[src/design/hba_pkg.sv]
// ----------------------------------------------------------------------------
// hba_pkg
// Shared sizes, codes and controller/datapath types of the block allocator.
// ----------------------------------------------------------------------------
package hba_pkg;

    // table and field sizes
    localparam int TABLE_ENTRIES = 128;
    localparam int IDX_W         = $clog2(TABLE_ENTRIES);
    localparam int ADDR_W        = 39;
    localparam int LEN_W         = 33;
    localparam int REQ_W         = 32;
    localparam int PAGES_W       = 21;
    localparam int STATUS_W      = 2;
    localparam int ENTRY_W       = ADDR_W + LEN_W;
    localparam int PAGE_BYTES    = 4096;
    localparam int ALIGN_BYTES   = 16;

    // stream and configuration port widths
    localparam int IN_DATA_W  = 72;
    localparam int OUT_DATA_W = 48;
    localparam int CFG_IDX_W  = 1;
    localparam int CFG_DATA_W = 39;

    // configuration reset values
    localparam logic [ADDR_W-1:0]  HEAP_BASE_RST = ADDR_W'(4096);
    localparam logic [PAGES_W-1:0] MAX_PAGES_RST = PAGES_W'(1024);

    // register indexes
    localparam logic [CFG_IDX_W-1:0] CFG_HEAP_BASE = 1'b0;
    localparam logic [CFG_IDX_W-1:0] CFG_MAX_PAGES = 1'b1;

    // request kinds
    localparam logic OP_ALLOC = 1'b0;
    localparam logic OP_FREE  = 1'b1;

    // result status codes
    localparam logic [STATUS_W-1:0] ST_OK       = 2'd0;
    localparam logic [STATUS_W-1:0] ST_ZERO     = 2'd1;
    localparam logic [STATUS_W-1:0] ST_NO_ROOM  = 2'd2;
    localparam logic [STATUS_W-1:0] ST_BAD_FREE = 2'd3;

    // datapath commands
    typedef logic [4:0] cmd_t;
    localparam cmd_t C_NOP         = 5'd0;
    localparam cmd_t C_LOAD        = 5'd1;
    localparam cmd_t C_START       = 5'd2;
    localparam cmd_t C_SCAN_INIT   = 5'd3;
    localparam cmd_t C_I_INC       = 5'd4;
    localparam cmd_t C_J_ZERO      = 5'd5;
    localparam cmd_t C_J_INC       = 5'd6;
    localparam cmd_t C_RD_I        = 5'd7;
    localparam cmd_t C_RD_J        = 5'd8;
    localparam cmd_t C_A_LOAD      = 5'd9;
    localparam cmd_t C_MERGE_AJ    = 5'd10;
    localparam cmd_t C_MERGE_JA    = 5'd11;
    localparam cmd_t C_FREE_MARK   = 5'd12;
    localparam cmd_t C_BEST_TAKE   = 5'd13;
    localparam cmd_t C_TOP_TAKE    = 5'd14;
    localparam cmd_t C_GROW        = 5'd15;
    localparam cmd_t C_NEW_PAGE    = 5'd16;
    localparam cmd_t C_EXTEND      = 5'd17;
    localparam cmd_t C_SET_STARTED = 5'd18;
    localparam cmd_t C_TB_BEST     = 5'd19;
    localparam cmd_t C_SPLIT_TAIL  = 5'd20;
    localparam cmd_t C_SPLIT_HEAD  = 5'd21;
    localparam cmd_t C_GRANT       = 5'd22;
    localparam cmd_t C_ST_ZERO     = 5'd23;
    localparam cmd_t C_ST_NO_ROOM  = 5'd24;
    localparam cmd_t C_ST_BAD_FREE = 5'd25;
    localparam cmd_t C_OUT         = 5'd26;

    // datapath status seen by the controller
    typedef struct packed {
        logic op_free;
        logic addr_zero;
        logic n_zero;
        logic started;
        logic i_last;
        logic j_last;
        logic valid_i;
        logic free_i;
        logic valid_j;
        logic free_j_other;
        logic hit_addr;
        logic avail_i;
        logic sum_ok;
        logic a_to_j;
        logic j_to_a;
        logic fit_better;
        logic best_found;
        logic top_hit;
        logic grow_ok;
        logic top_found;
        logic tb_fits;
        logic split_needed;
        logic out_busy;
    } dp_status_t;

endpackage

[src/design/hba_ctrl.sv]
// ----------------------------------------------------------------------------
// hba_ctrl
// Sequencer for free lookup, merge passes, first-fit search, growth and split.
// ----------------------------------------------------------------------------
module hba_ctrl (
    input  logic                clk,
    input  logic                rst_n,
    input  logic                in_valid,
    output logic                in_ready,
    input  hba_pkg::dp_status_t st,
    output hba_pkg::cmd_t       cmd
);
    import hba_pkg::*;

    localparam logic [4:0] S_IDLE    = 5'd0;
    localparam logic [4:0] S_DEC     = 5'd1;
    localparam logic [4:0] S_F_R     = 5'd2;
    localparam logic [4:0] S_F_E     = 5'd3;
    localparam logic [4:0] S_MSTART  = 5'd4;
    localparam logic [4:0] S_M_I     = 5'd5;
    localparam logic [4:0] S_M_A     = 5'd6;
    localparam logic [4:0] S_M_JR    = 5'd7;
    localparam logic [4:0] S_M_JE    = 5'd8;
    localparam logic [4:0] S_M_DONE  = 5'd9;
    localparam logic [4:0] S_L_R     = 5'd10;
    localparam logic [4:0] S_L_E     = 5'd11;
    localparam logic [4:0] S_L_N     = 5'd12;
    localparam logic [4:0] S_L_DONE  = 5'd13;
    localparam logic [4:0] S_T_R     = 5'd14;
    localparam logic [4:0] S_T_E     = 5'd15;
    localparam logic [4:0] S_G_CHK   = 5'd16;
    localparam logic [4:0] S_SLOT    = 5'd17;
    localparam logic [4:0] S_STARTED = 5'd18;
    localparam logic [4:0] S_G_FIT   = 5'd19;
    localparam logic [4:0] S_SP_CHK  = 5'd20;
    localparam logic [4:0] S_SP_HEAD = 5'd21;
    localparam logic [4:0] S_GRANT   = 5'd22;
    localparam logic [4:0] S_FIN     = 5'd23;

    // what the slot search is for
    localparam logic [1:0] RET_START = 2'd0;
    localparam logic [1:0] RET_LOOP  = 2'd1;
    localparam logic [1:0] RET_SPLIT = 2'd2;

    logic [4:0] state_reg, state_next;
    logic [1:0] ret_reg, ret_next;

    // state registers
    always_ff @(posedge clk or negedge rst_n)
    begin
        if (!rst_n)
        begin
            state_reg <= S_IDLE;
            ret_reg   <= RET_START;
        end
        else
        begin
            state_reg <= state_next;
            ret_reg   <= ret_next;
        end
    end

    assign in_ready = (state_reg == S_IDLE);

    // next state and command
    always_comb
    begin
        cmd        = C_NOP;
        state_next = state_reg;
        ret_next   = ret_reg;
        unique case (state_reg)
            S_IDLE:
            begin
                if (in_valid)
                begin
                    cmd        = C_LOAD;
                    state_next = S_DEC;
                end
            end
            S_DEC:
            begin
                if (st.op_free)
                begin
                    if (st.addr_zero)
                    begin
                        cmd        = C_ST_BAD_FREE;
                        state_next = S_FIN;
                    end
                    else
                    begin
                        cmd        = C_SCAN_INIT;
                        state_next = S_F_R;
                    end
                end
                else if (st.n_zero)
                begin
                    cmd        = C_ST_ZERO;
                    state_next = S_FIN;
                end
                else if (!st.started)
                begin
                    cmd        = C_START;
                    ret_next   = RET_START;
                    state_next = S_G_CHK;
                end
                else
                begin
                    state_next = S_MSTART;
                end
            end
            // exact-start lookup for free
            S_F_R:
            begin
                if (st.valid_i)
                begin
                    cmd        = C_RD_I;
                    state_next = S_F_E;
                end
                else if (st.i_last)
                begin
                    cmd        = C_ST_BAD_FREE;
                    state_next = S_MSTART;
                end
                else
                begin
                    cmd = C_I_INC;
                end
            end
            S_F_E:
            begin
                if (st.hit_addr)
                begin
                    if (st.avail_i)
                    begin
                        cmd        = C_ST_BAD_FREE;
                        state_next = S_FIN;
                    end
                    else
                    begin
                        cmd        = C_FREE_MARK;
                        state_next = S_MSTART;
                    end
                end
                else if (st.i_last)
                begin
                    cmd        = C_ST_BAD_FREE;
                    state_next = S_MSTART;
                end
                else
                begin
                    cmd        = C_I_INC;
                    state_next = S_F_R;
                end
            end
            // pairwise merge, restarting after every merge
            S_MSTART:
            begin
                cmd        = C_SCAN_INIT;
                state_next = S_M_I;
            end
            S_M_I:
            begin
                if (st.free_i)
                begin
                    cmd        = C_RD_I;
                    state_next = S_M_A;
                end
                else if (st.i_last)
                begin
                    state_next = S_M_DONE;
                end
                else
                begin
                    cmd = C_I_INC;
                end
            end
            S_M_A:
            begin
                cmd        = C_A_LOAD;
                state_next = S_M_JR;
            end
            S_M_JR, S_M_JE:
            begin
                if (state_reg == S_M_JR && st.free_j_other)
                begin
                    cmd        = C_RD_J;
                    state_next = S_M_JE;
                end
                else if (state_reg == S_M_JE && st.sum_ok && st.a_to_j)
                begin
                    cmd        = C_MERGE_AJ;
                    state_next = S_M_I;
                end
                else if (state_reg == S_M_JE && st.sum_ok && st.j_to_a)
                begin
                    cmd        = C_MERGE_JA;
                    state_next = S_M_I;
                end
                else if (!st.j_last)
                begin
                    cmd        = C_J_INC;
                    state_next = S_M_JR;
                end
                else if (!st.i_last)
                begin
                    cmd        = C_I_INC;
                    state_next = S_M_I;
                end
                else
                begin
                    state_next = S_M_DONE;
                end
            end
            S_M_DONE:
            begin
                if (st.op_free)
                begin
                    state_next = S_FIN;
                end
                else
                begin
                    cmd        = C_SCAN_INIT;
                    state_next = S_L_R;
                end
            end
            // lowest-addressed fitting free block
            S_L_R:
            begin
                if (st.free_i)
                begin
                    cmd        = C_RD_I;
                    state_next = S_L_E;
                end
                else if (st.i_last)
                begin
                    state_next = S_L_DONE;
                end
                else
                begin
                    cmd = C_I_INC;
                end
            end
            S_L_E:
            begin
                if (st.fit_better)
                begin
                    cmd = C_BEST_TAKE;
                end
                state_next = S_L_N;
            end
            S_L_N:
            begin
                if (st.i_last)
                begin
                    state_next = S_L_DONE;
                end
                else
                begin
                    cmd        = C_I_INC;
                    state_next = S_L_R;
                end
            end
            S_L_DONE:
            begin
                if (st.best_found)
                begin
                    state_next = S_SP_CHK;
                end
                else
                begin
                    cmd        = C_SCAN_INIT;
                    state_next = S_T_R;
                end
            end
            // free block ending at the heap top
            S_T_R:
            begin
                if (st.free_i)
                begin
                    cmd        = C_RD_I;
                    state_next = S_T_E;
                end
                else if (st.i_last)
                begin
                    ret_next   = RET_LOOP;
                    state_next = S_G_CHK;
                end
                else
                begin
                    cmd = C_I_INC;
                end
            end
            S_T_E:
            begin
                if (st.top_hit)
                begin
                    cmd        = C_TOP_TAKE;
                    ret_next   = RET_LOOP;
                    state_next = S_G_CHK;
                end
                else if (st.i_last)
                begin
                    ret_next   = RET_LOOP;
                    state_next = S_G_CHK;
                end
                else
                begin
                    cmd        = C_I_INC;
                    state_next = S_T_R;
                end
            end
            // one page of growth
            S_G_CHK:
            begin
                if (st.grow_ok)
                begin
                    cmd        = C_GROW;
                    state_next = S_SLOT;
                end
                else
                begin
                    cmd        = C_ST_NO_ROOM;
                    state_next = S_FIN;
                end
            end
            // first empty descriptor
            S_SLOT:
            begin
                if (!st.valid_j)
                begin
                    case (ret_reg)
                        RET_START:
                        begin
                            cmd        = C_NEW_PAGE;
                            state_next = S_STARTED;
                        end
                        RET_LOOP:
                        begin
                            cmd        = st.top_found ? C_EXTEND : C_NEW_PAGE;
                            state_next = S_G_FIT;
                        end
                        default:
                        begin
                            cmd        = C_SPLIT_TAIL;
                            state_next = S_SP_HEAD;
                        end
                    endcase
                end
                else if (st.j_last)
                begin
                    if (ret_reg == RET_SPLIT)
                    begin
                        state_next = S_GRANT;
                    end
                    else
                    begin
                        cmd        = C_ST_NO_ROOM;
                        state_next = S_FIN;
                    end
                end
                else
                begin
                    cmd = C_J_INC;
                end
            end
            S_STARTED:
            begin
                cmd        = C_SET_STARTED;
                state_next = S_MSTART;
            end
            S_G_FIT:
            begin
                if (st.tb_fits)
                begin
                    cmd        = C_TB_BEST;
                    state_next = S_SP_CHK;
                end
                else
                begin
                    state_next = S_G_CHK;
                end
            end
            // tail split
            S_SP_CHK:
            begin
                if (st.split_needed)
                begin
                    cmd        = C_J_ZERO;
                    ret_next   = RET_SPLIT;
                    state_next = S_SLOT;
                end
                else
                begin
                    state_next = S_GRANT;
                end
            end
            S_SP_HEAD:
            begin
                cmd        = C_SPLIT_HEAD;
                state_next = S_GRANT;
            end
            S_GRANT:
            begin
                cmd        = C_GRANT;
                state_next = S_FIN;
            end
            S_FIN:
            begin
                if (!st.out_busy)
                begin
                    cmd        = C_OUT;
                    state_next = S_IDLE;
                end
            end
            default:
            begin
                state_next = S_IDLE;
            end
        endcase
    end

    // a new word is only taken from idle, and every word ends in idle
    assert property (@(posedge clk) disable iff (!rst_n)
        (cmd == C_LOAD) |=> (state_reg == S_DEC))
        else $error("load not followed by decode");
    assert property (@(posedge clk) disable iff (!rst_n)
        (cmd == C_OUT) |-> (state_reg == S_FIN && !st.out_busy))
        else $error("result issued while output busy");
    assert property (@(posedge clk) disable iff (!rst_n)
        (state_reg == S_SLOT && ret_reg == RET_START) |-> !st.started)
        else $error("heap start slot search on started heap");

endmodule

[config.mk]
export PLATFORM = sky130hd
export DESIGN_NAME = hba_ctrl
export DESIGN_NICKNAME = d
export VERILOG_FILES = /design/src/design/hba_pkg.sv /design/src/design/hba_ctrl.sv
export SDC_FILE = /design/constraint.sdc
export NUM_CORES = 1
export LEC_CHECK = 0
export BUFFER_PORTS_ARGS = -buffer_cell sky130_fd_sc_hd__buf_4
export CAP_MARGIN = 0
export CELL_PAD_IN_SITES_DETAIL_PLACEMENT = 1
export CELL_PAD_IN_SITES_GLOBAL_PLACEMENT = 2
export CORE_MARGIN = 10
export CORE_UTILIZATION = 31
export DETAILED_ROUTE_END_ITERATION = 8
export PLACE_DENSITY_LB_ADDON = 0.1
export SLEW_MARGIN = 20
export SYNTH_ARGS = -nofsm -noshare
export SYNTH_HDL_FRONTEND = slang
export SYNTH_SLANG_ARGS = --single-unit
[constraint.sdc]
create_clock -name clk -period 2.43 [get_ports clk]
set_input_delay 0.1215 -clock clk [delete_from_list [all_inputs] [get_ports clk]]
set_output_delay 0.1215 -clock clk [all_outputs]
set_load 0.05 [all_outputs]
; ---- Word-level counts from Yosys, hierarchy flattened
; Cells that the tools add are included.
[word_totals]
wordCells = 122
out_inout_bits = 6
input_bits = 26
regBits = 7
[classes]
reduce_logical = 11
n_eq_ne = 37
mux = 72
[op_table]
columns = operator, n
row1 = $mux 5, 36
row2 = $pmux 5 s23, 1
row3 = $pmux 5 s21, 1
row4 = $eq 5x4->1 const B, 8
row5 = $eq 5x5->1 const B, 8
row6 = $mux 4, 9
row7 = $mux 3, 9
row8 = $eq 5x3->1 const B, 4
row9 = $mux 2, 10
row10 = $ne 3x3->1 const B, 5
row11 = $ne 2x2->1 const B, 7
row12 = $pmux 3 s2, 2
row13 = $eq 5x2->1 const B, 2
row14 = $pmux 2 s4, 1
row15 = $reduce_and 7->1, 1
row16 = $reduce_and 6->1, 1
row17 = $eq 5x1->1 const B, 1
row18 = $logic_not 5->1, 1
row19 = $logic_and 1x1->1, 4
row20 = $reduce_bool 4->1, 1
row21 = $mux 1, 3
row22 = $reduce_or 3->1, 1
row23 = $eq 2x1->1 const B, 1
row24 = $eq 2x2->1 const B, 1
row25 = 2 further kinds, 2

; ---- Longest topological paths before layout
; Gate-level depths: netlist (run 1).
[logic_depth]
word_depth = 7
depth_mapped = 8
ltp_nobuf = 5

; ---- Worst setup path after synthesis (run 1)
; No wires, ideal clock.
[synth_path]
path_type = register to output
from = register state_reg[2]
to = output cmd[2]
setup_slack_ns = 0.165
path_stages_with_launch = 7
arrival_ns = 2.144
cell_sequence = dfrtp_1 buf_4 inv_2 or4_4 a21oi_4 a211oi_1 o211ai_1
[synth_between]
elab_chain_cells = 7
[synth_lines]
columns = element, line
row1 = from (decl), hba_ctrl.sv:45  ; logic [4:0] state_reg, state_next;
row2 = from (signal assigned), hba_ctrl.sv:58  ; state_reg <= state_next;
row3 = $eq 5x4->1, "hba_ctrl.sv:71, hba_ctrl.sv:189, hba_ctrl.sv:194"
row4 = $logic_and 1x1->1, "hba_ctrl.sv:189, hba_ctrl.sv:194"
row5 = $logic_and 1x1->1, hba_ctrl.sv:194  ; else if (state_reg == S_M_JE && st.sum_ok && st.j_to_a)
row6 = $mux 4, hba_ctrl.sv:194
row7 = $mux 4, hba_ctrl.sv:189  ; else if (state_reg == S_M_JE && st.sum_ok && st.a_to_j)
row8 = $mux 4, hba_ctrl.sv:184  ; if (state_reg == S_M_JR && st.free_j_other)
row9 = $pmux 5 s21 *, hba_ctrl.sv:71  ; unique case (state_reg)
row10 = to (decl), hba_ctrl.sv:11  ; output hba_pkg::cmd_t cmd
; Mark *: on every way between the ends. The rest lies on a longest branch, timed or not.

; ---- Final worst setup path (run 1)
[layout_path]
from = register state_reg[2]
to = output cmd[1]
; Same word-level chain as after synthesis.

==> results of run 1 <==
[worst max-delay path, stage by stage, from the launching register on]
cell and delay [ps]:
dfrtp_2 480, buf_4 220, nor2b_1 150, o311ai_2 260
o21ai_1 140, nor4_2 330, buf_4 160, nand2_1 40
buf_4 180
[metrics by stage]
step / setup slack, ps / instances / cell area [sq um] / hold WS, ps / total power [mW]
detailed placement: 119.3 / 343 / 2098 / -61.79 / 2.708
global placement: 86.32 / 343 / 2098 / -63.74 / 2.722
finish: 114.8 / 350 / 2202 / 238.2 / 2.978
floorplan: 165.0 / 244 / 1708 / -174.1 / 1.865
global route: 8.393 / 350 / 2202 / 261.7 / 3.174
CTS: 5.124 / 348 / 2161 / 238.9 / 2.899
[where the power goes]
part / leakage [nW] / switching (mW) / internal (mW)
clock network: 0.0228 / 0.0486 / 0.113
logic: 0.762 / 1.57 / 0.969
registers: 0.0837 / 0.0983 / 0.179
total: 0.868 / 1.72 / 1.26
[final timing paths]
path / start / to / slack (ps)
min in group clk: st[1] / ret_reg[1] / 370
worst min register to register: ret_reg[0] / ret_reg[0] / 630
max in group asynchronous: rst_n / state_reg[3] / 2060
worst max register to register: state_reg[2] / state_reg[1] / 240
worst max-delay path: state_reg[2] / cmd[1] / 110
worst min-delay path: rst_n / state_reg[0] / 240
[cell type report]
class                           instances  area (sq um)
Fill cell                             668          3035
Multi-Input combinational cell        204          1399
Clock buffer                            4         45.04
Inverter                               10         37.54
Timing Repair Buffer                   55         452.9
Tap cell                               70         87.58
Sequential cell                         7         180.2
[Yosys cell counts (all sizes together), types with 4 or more instances]
cell | number | share of area, %
nand2 | 21 | 4.6
nor2 | 20 | 4.4
buf | 17 | 6.0
o21ai | 16 | 4.7
a21oi | 13 | 4.7
nand3 | 13 | 3.8
inv | 10 | 2.2
nand4 | 8 | 2.9
nor2b | 8 | 2.9
dfrtp | 7 | 10
o211ai | 7 | 3.1
clkbuf | 6 | 1.3
nor3 | 6 | 3.1
nor4 | 6 | 2.2
a32oi | 5 | 2.6
nand2b | 5 | 1.8
o2111ai | 5 | 2.6
a31oi | 4 | 1.5
and2 | 4 | 1.5
nor3b | 4 | 2.1
[timing repair]
action / 4_1_cts / 5_1_grt
hold buffers: 1 / 0
setup endpoints to repair: 1 / 3
endpoints found under the hold margin: 7 / 0
pin swaps: 0 / 2
buffers inserted: 0 / 2
gates resized for setup: 2 / 8
[metal layers]
layer  GRT usage, %  routed length (microns)
met5              0                        0
met4          5.823                      181
met3          1.759                      536
met2          29.35                     3909
met1          24.73                     3568
[cell families (layout without fill, tap and decap cells)]
group,count (synthesis),count (layout),share of synthesized area (%)
xor gates and xnor gates,1,1,0.5129
muxes,3,3,1.832
DFF,7,7,10.26
and+or+nand+nor,119,119,41.32
buffers and inverters,33,69,9.523
AOI/OAI and AO/OA,81,81,36.56
==> run metrics, run 1 <==
leakage=just under 0.9 nW; GRT Overall Usage=between 10% and 20%; #FFs+latches synth=7; chip width=94.23 microns; unrepaired setup endpoints after global routing=no; TritonCTS clock tree=done; initial antenna violation count=0; clk_skew=roughly 3.6 ps; die height=~94 microns; critical path arrival=2190 ps; Placer Congestion=slightly above 0.9; max cap viols=0; nets=between 300 and 400; clock sink count=7; DRT antenna net count=0; Slew HR=a little over three fifths; Synth Instances=about 240; Iter 0 DRT Violations=about 180; clock tree buffer depth=2; Largest register FFs=5; CTS clk-pin slew, worst paths=40 ps; number of max-slew violations in the final report=0; worst-margin pin slew=roughly 550 ps; final hold vios=0; crit start category=flop; Starting Density=between 30% and 40%; commonest non-fill, non-tap cells in the layout=51 x buf_4, 21 x nand2_1, 20 x nor2_1; number of synthesized flops with an enable pin=0; TNS Setup=0 ps; endpoints failing setup=0; Skew-Pair Late Insertion Delay=~230 ps; Critical Path RT=approximately 2300 ps; Cell variety after synth=66; Area growth syn-to-layout=28.94%; Fmax achieved=431.9 MHz; drt pass-1 iters=4; Via density=6.217; H-tree levels=1; R2R depth=6; post-synth net total=270; Max IR drop VDD=approximately 0.00070 V; # diodes=0; Routed Wire Length=between 8 and 9 mm; Yosys warnings=0; share of cells above drive strength 1=28.57%; DIE AREA=0.008878 sq mm; shortest period the worst path allows=2315 ps; crit path kind=reg -> out; outcome=finished, final reports clean; via count=2176; grt ovf=0; I/O pin total=32; Core Rows=26; crit-path max FO=12; TritonCTS Buffers=3; sequential share of the synthesized area=10.26%; first-pass GRT wire length=~13 mm; Final HPWL DP=around 6.4 mm; Min-Delay Path Class=in -> async; number of global-route vias before repair=2195; largest net degree at the start of global routing=33; Core Util, Final=42.04%; ys flop type=dfrtp_1; Port Buffers=31; DRC Markers=0; syn avg cell area=7.000 sq um; commonest non-fill, non-tap cell in the layout=buf_4; Core ar.=~0.0052 sq mm; fin crit share=95.28%; Avg WL per Cell=between 20 and 25 microns; clk root buf=clkbuf_8; Post-synth ARST share=100.0%; post-synthesis cell area=0.001708 sq mm; PD cells=between 1000 and 1500 mW/mm^2; CP Capture Type=output pin
Power figures use the tool's default switching activity.
==> inputs of run 2 (changes only) <==
- CTS_BUF_LIST: default -> sky130_fd_sc_hd__clkbuf_8 sky130_fd_sc_hd__clkbuf_16
==> run metrics, run 2 (same netlist as run 1, synthesis figures left out) <==
number of max-slew violations in the final report=0; endpoints failing setup=0; Area growth syn-to-layout=28.94%; Port Buffers=31; Iter 0 DRT Violations=between 150 and 200; Min-Delay Path Class=in -> async; Slew HR=between 60% and 70%; # diodes=0; TritonCTS clock tree=done; grt ovf=0; Final HPWL DP=6.446 mm; outcome=finished, final reports clean; GRT Overall Usage=between 15 and 20%; I/O pin total=32; Placer Congestion=roughly 0.9; # fillers=between 600 and 700; Max IR drop VDD=roughly 0.0007 V; M1 WL=roughly 3.6 mm; Reg area=about 180 sq um; CTS clk-pin slew, worst paths=40 ps; H-tree levels=1; DIE AREA=roughly 0.0089 sq mm; delay of the slowest critical-path stage=480 ps; crit start category=flop; crit-path max FO=12; Core ar.=0.005238 sq mm; Routed Wire Length=8.185 mm; WL met2=around 4 mm; unrepaired setup endpoints after global routing=no; clk root buf=clkbuf_8; Starting Density=between 30 and 40%; TritonCTS Buffers=3; drt pass-1 iters=4; critical path arrival=2190 ps; Avg WL per Cell=about 23 microns; commonest non-fill, non-tap cell in the layout=buf_4; nets=307; CP Capture Type=output pin; share of cells above drive strength 1=28.57%; clk_skew=2.912 ps; TNS Setup=0 ps; shortest period the worst path allows=2314 ps; highest-delay cell along the critical path=dfrtp_2; Via density=about 6.2; via count=2172; fin crit share=a little over nine tenths; Hold Slack=238.9 ps; worst-margin pin slew=~550 ps; final hold vios=0; chip width=between 90 and 100 microns; CP most frequent cell=buf_4; max layer used=met4; multi-input logic area=roughly 0.0014 sq mm; first-pass GRT wire length=roughly 13 mm; commonest non-fill, non-tap cells in the layout=51 x buf_4, 21 x nand2_1, 20 x nor2_1; Skew-Pair Late Insertion Delay=between 200 and 250 ps; CP cell instances=buf_4 > nor2b_1 > o311ai_2 > o21ai_1 > nor4_2 > buf_4 > nand2_1 > buf_4; met3 routed WL=549 microns; PD cells=1350 mW/mm^2; largest net degree at the start of global routing=33; die height=94.23 microns; initial antenna violation count=0; clock tree buffer depth=2; DRC Markers=0; leakage=~0.87 nW; DRT antenna net count=0; number of global-route vias before repair=2195; Core Rows=26; Pwr Total=approximately 3.0 mW; clock sink count=7; Fmax achieved=approximately 430 MHz; max cap viols=0; crit path kind=reg -> out; Largest register FFs=5; Critical Path RT=between 2000 and 2500 ps
==> run 2: path summary, 6_finish.rpt <==
kind	startpoint	endpoint	slack, ps	cells after the start
min in group clk	st[1]	ret_reg[1]	370	3
min	rst_n	state_reg[0]	240	2
max reg2reg	state_reg[2]	state_reg[1]	230	6
min reg2reg	ret_reg[0]	ret_reg[0]	630	1
max in group asynchronous	rst_n	state_reg[3]	2060	2
max	state_reg[2]	cmd[1]	120	8
==> run 2: area by class of cell <==
type                       instances  area share, %
multi-input combinational        204          63.52
timing repair buffer              55          20.57
sequential                         7          8.182
tap                               70          3.977
clock buffer                       3          1.875
inverter                          10          1.705
clock inverter                     1         0.1705
==> run 2: layer usage <==
layer  GRT usage [%]  vias to the layer above
met5               0                        -
met4           5.823                        0
met3           1.759                       15
met2           29.35                       77
met1           24.73                     1051
li1                -                     1029
==> run 2: timing repair <==
item                                    4_1_cts  5_1_grt
gates resized for setup                       2        8
hold buffers                                  1        0
pin swaps                                     0        2
endpoints found under the setup margin        1        3
hold endpoints to repair                      7        0
setup buffers                                 0        2
==> run 2: worst max-delay path: cells and delay by family, from the launching register on <==
family,cells,cell delay (ps)
and+or+nand+nor,3,520
buffers and inverters,3,560
DFF,1,480
AOI/OAI and AO/OA,2,400
==> run 2: stage by stage <==
step | setup slack (ps) | util, % | std cells | area [sq um]
6_report | 115.8 | 42.04 | 350 | 2202
5_1_grt | 7.736 | 42.04 | 350 | 2202
4_1_cts | 4.928 | 41.26 | 348 | 2161
3_5_place_dp | 119.3 | 40.06 | 343 | 2098
3_3_place_gp | 86.32 | 40.06 | 343 | 2098
2_1_floorplan | 165.0 | - | 244 | 1708
==> run 2: report_power, final <==
| group | total, mW | internal (mW) | switching (mW) |
|---|---|---|---|
| Clock | 0.157 | 0.109 | 0.0481 |
| Sequential | 0.277 | 0.179 | 0.0983 |
| Combinational | 2.54 | 0.969 | 1.57 |
==> inputs of run 3 (changes only) <==
- PLACE_DENSITY: default -> 0.77
- PLACE_DENSITY_LB_ADDON: 0.1 -> default
==> run metrics, run 3 (same netlist as run 1, synthesis figures left out) <==
worst-margin pin slew=about 640 ps; Core Util, Final=a little over two fifths; TritonCTS Buffers=3; Slew HR=a little under three fifths; CTS clk-pin slew, worst paths=40 ps; number of max-slew violations in the final report=0; nets=about 310; fin crit share=97.08%; Placer Congestion=about 0.94; Largest register FFs=5; DRC Markers=0; crit-path leading delay family=simple AND/OR/NAND/NOR gates; Worst Path Buf+Inv=3; chip width=~94 microns; Avg WL per Cell=~23 microns; Routed Wire Length=around 8.0 mm; number of global-route vias before repair=around 2300; Hold Slack=237.7 ps; Fmax achieved=approximately 420 MHz; Reg2Reg Setup Slack=between 300 and 400 ps; DRT antenna net count=0; # fillers=roughly 670; first-pass GRT wire length=approximately 13 mm; TritonCTS clock tree=done; leakage=between 0.8 and 0.9 nW; Starting Density=between 30 and 40%; GRT Overall Usage=between 10% and 20%; R2R depth=6; Max IR drop VDD=roughly 0.00074 V; clock sink count=7; endpoints failing setup=0; Min-Delay Path Class=in -> async; critical path arrival=between 2000 and 2500 ps; grt ovf=0; CP most frequent cell=buf_4; crit path kind=reg -> out; Critical Path RT=2310 ps; largest net degree at the start of global routing=30; initial antenna violation count=0; crit start category=flop; Via density=6.410; CP Capture Type=output pin; commonest non-fill, non-tap cells in the layout=48 x buf_4, 21 x nand2_1, 20 x nor2_1; Reg2Reg Launch Point=state_reg[3]; Iter 0 DRT Violations=206; CP cell instances=buf_4 > or3_1 > o21ai_0 > nor4_2 > buf_4 > nand2_1 > buf_4; PD cells=1351 mW/mm^2; clock tree buffer depth=2; Core ar.=about 0.0052 sq mm; max cap viols=0; drt pass-1 iters=5; crit-path max FO=14; Area growth syn-to-layout=31.14%; # diodes=0; final hold vios=0; placed cell count=340; Core Rows=26; die height=94.23 microns; I/O pin total=32; outcome=finished, final reports clean; DIE AREA=between 0.008 and 0.009 sq mm; share of cells above drive strength 1=about 29%; Finished Layout Cells=349; Skew-Pair Late Insertion Delay=240 ps; commonest non-fill, non-tap cell in the layout=buf_4; highest-delay cell along the critical path=dfrtp_1; Port Buffers=31; via count=~2200; clk_skew=between 1 and 1.5 ps; Final HPWL DP=~6.1 mm; H-tree levels=1; RR Endpoint=state_reg[1]; shortest period the worst path allows=between 2000 and 2500 ps; clk root buf=clkbuf_8; delay of the slowest critical-path stage=about 480 ps
==> run 3: cell count changes in the layout (fill, tap and decap cells not counted), moves of 2 or more <==
cell,delta
buf_4,-3
buf_6,+2
dfrtp_1,+2
dfrtp_2,-2
==> run 3: how the worst max path moves through the flow <==
stage	startpoint	endpoint	slack, ps	cells after the start
final	state_reg[3]	cmd[1]	70	7
after global routing	state_reg[3]	cmd[1]	-0.9	7
after floorplan	state_reg[2]	cmd[2]	160	6
after CTS	state_reg[1]	cmd[1]	9	9
after global placement	state_reg[1]	cmd[1]	100	9
after detailed placement	state_reg[1]	cmd[1]	120	9
==> run 3: per-stage QoR <==
step           area, sq um  worst slack (ps)  TNS (ps)  power, mW
6_report              2240             71.03         0      3.027
5_1_grt               2240           -0.8660   -0.8893      3.225
4_1_cts               2162             9.169         0      2.915
3_5_place_dp          2076             124.0         0      2.687
3_3_place_gp          2076             101.3         0      2.700
2_1_floorplan         1708             165.0         0      1.865
==> run 3: power breakdown <==
group / internal [mW] / total, mW / switching [mW]
Combinational: 0.997 / 2.60 / 1.60
Clock: 0.110 / 0.173 / 0.0630
Sequential: 0.177 / 0.258 / 0.0818
Total: 1.28 / 3.03 / 1.74
==> run 3: repair_timing <==
item | in CTS | in global routing
hold buffers | 1 | 0
pin swaps | 1 | 1
hold endpoints to repair | 7 | 0
gates resized for setup | 7 | 9
setup endpoints to repair | 4 | 2
setup buffers | 0 | 4
==> run 3: routing by layer <==
| layer | vias to the layer above | global-route usage, % | share of wire, % |
|---|---|---|---|
| li1 | 1015 | - | - |
| met1 | 1098 | 22.65 | 43 |
| met2 | 100 | 28.38 | 47 |
| met3 | 24 | 3.357 | 7.5 |
| met4 | 0 | 7.342 | 3.2 |
| met5 | - | 0 | 0 |
==> run 3: cell type report <==
class	count	area (sq um)	share of cell area (%)
well taps	70	87.58	3.911
flip-flops and latches	7	177.7	7.933
clock inverters	1	3.754	0.1676
clock buffers	3	41.29	1.844
multi-input cells	204	1439	64.25
repair buffers	54	452.9	20.22
inverters	10	37.54	1.676
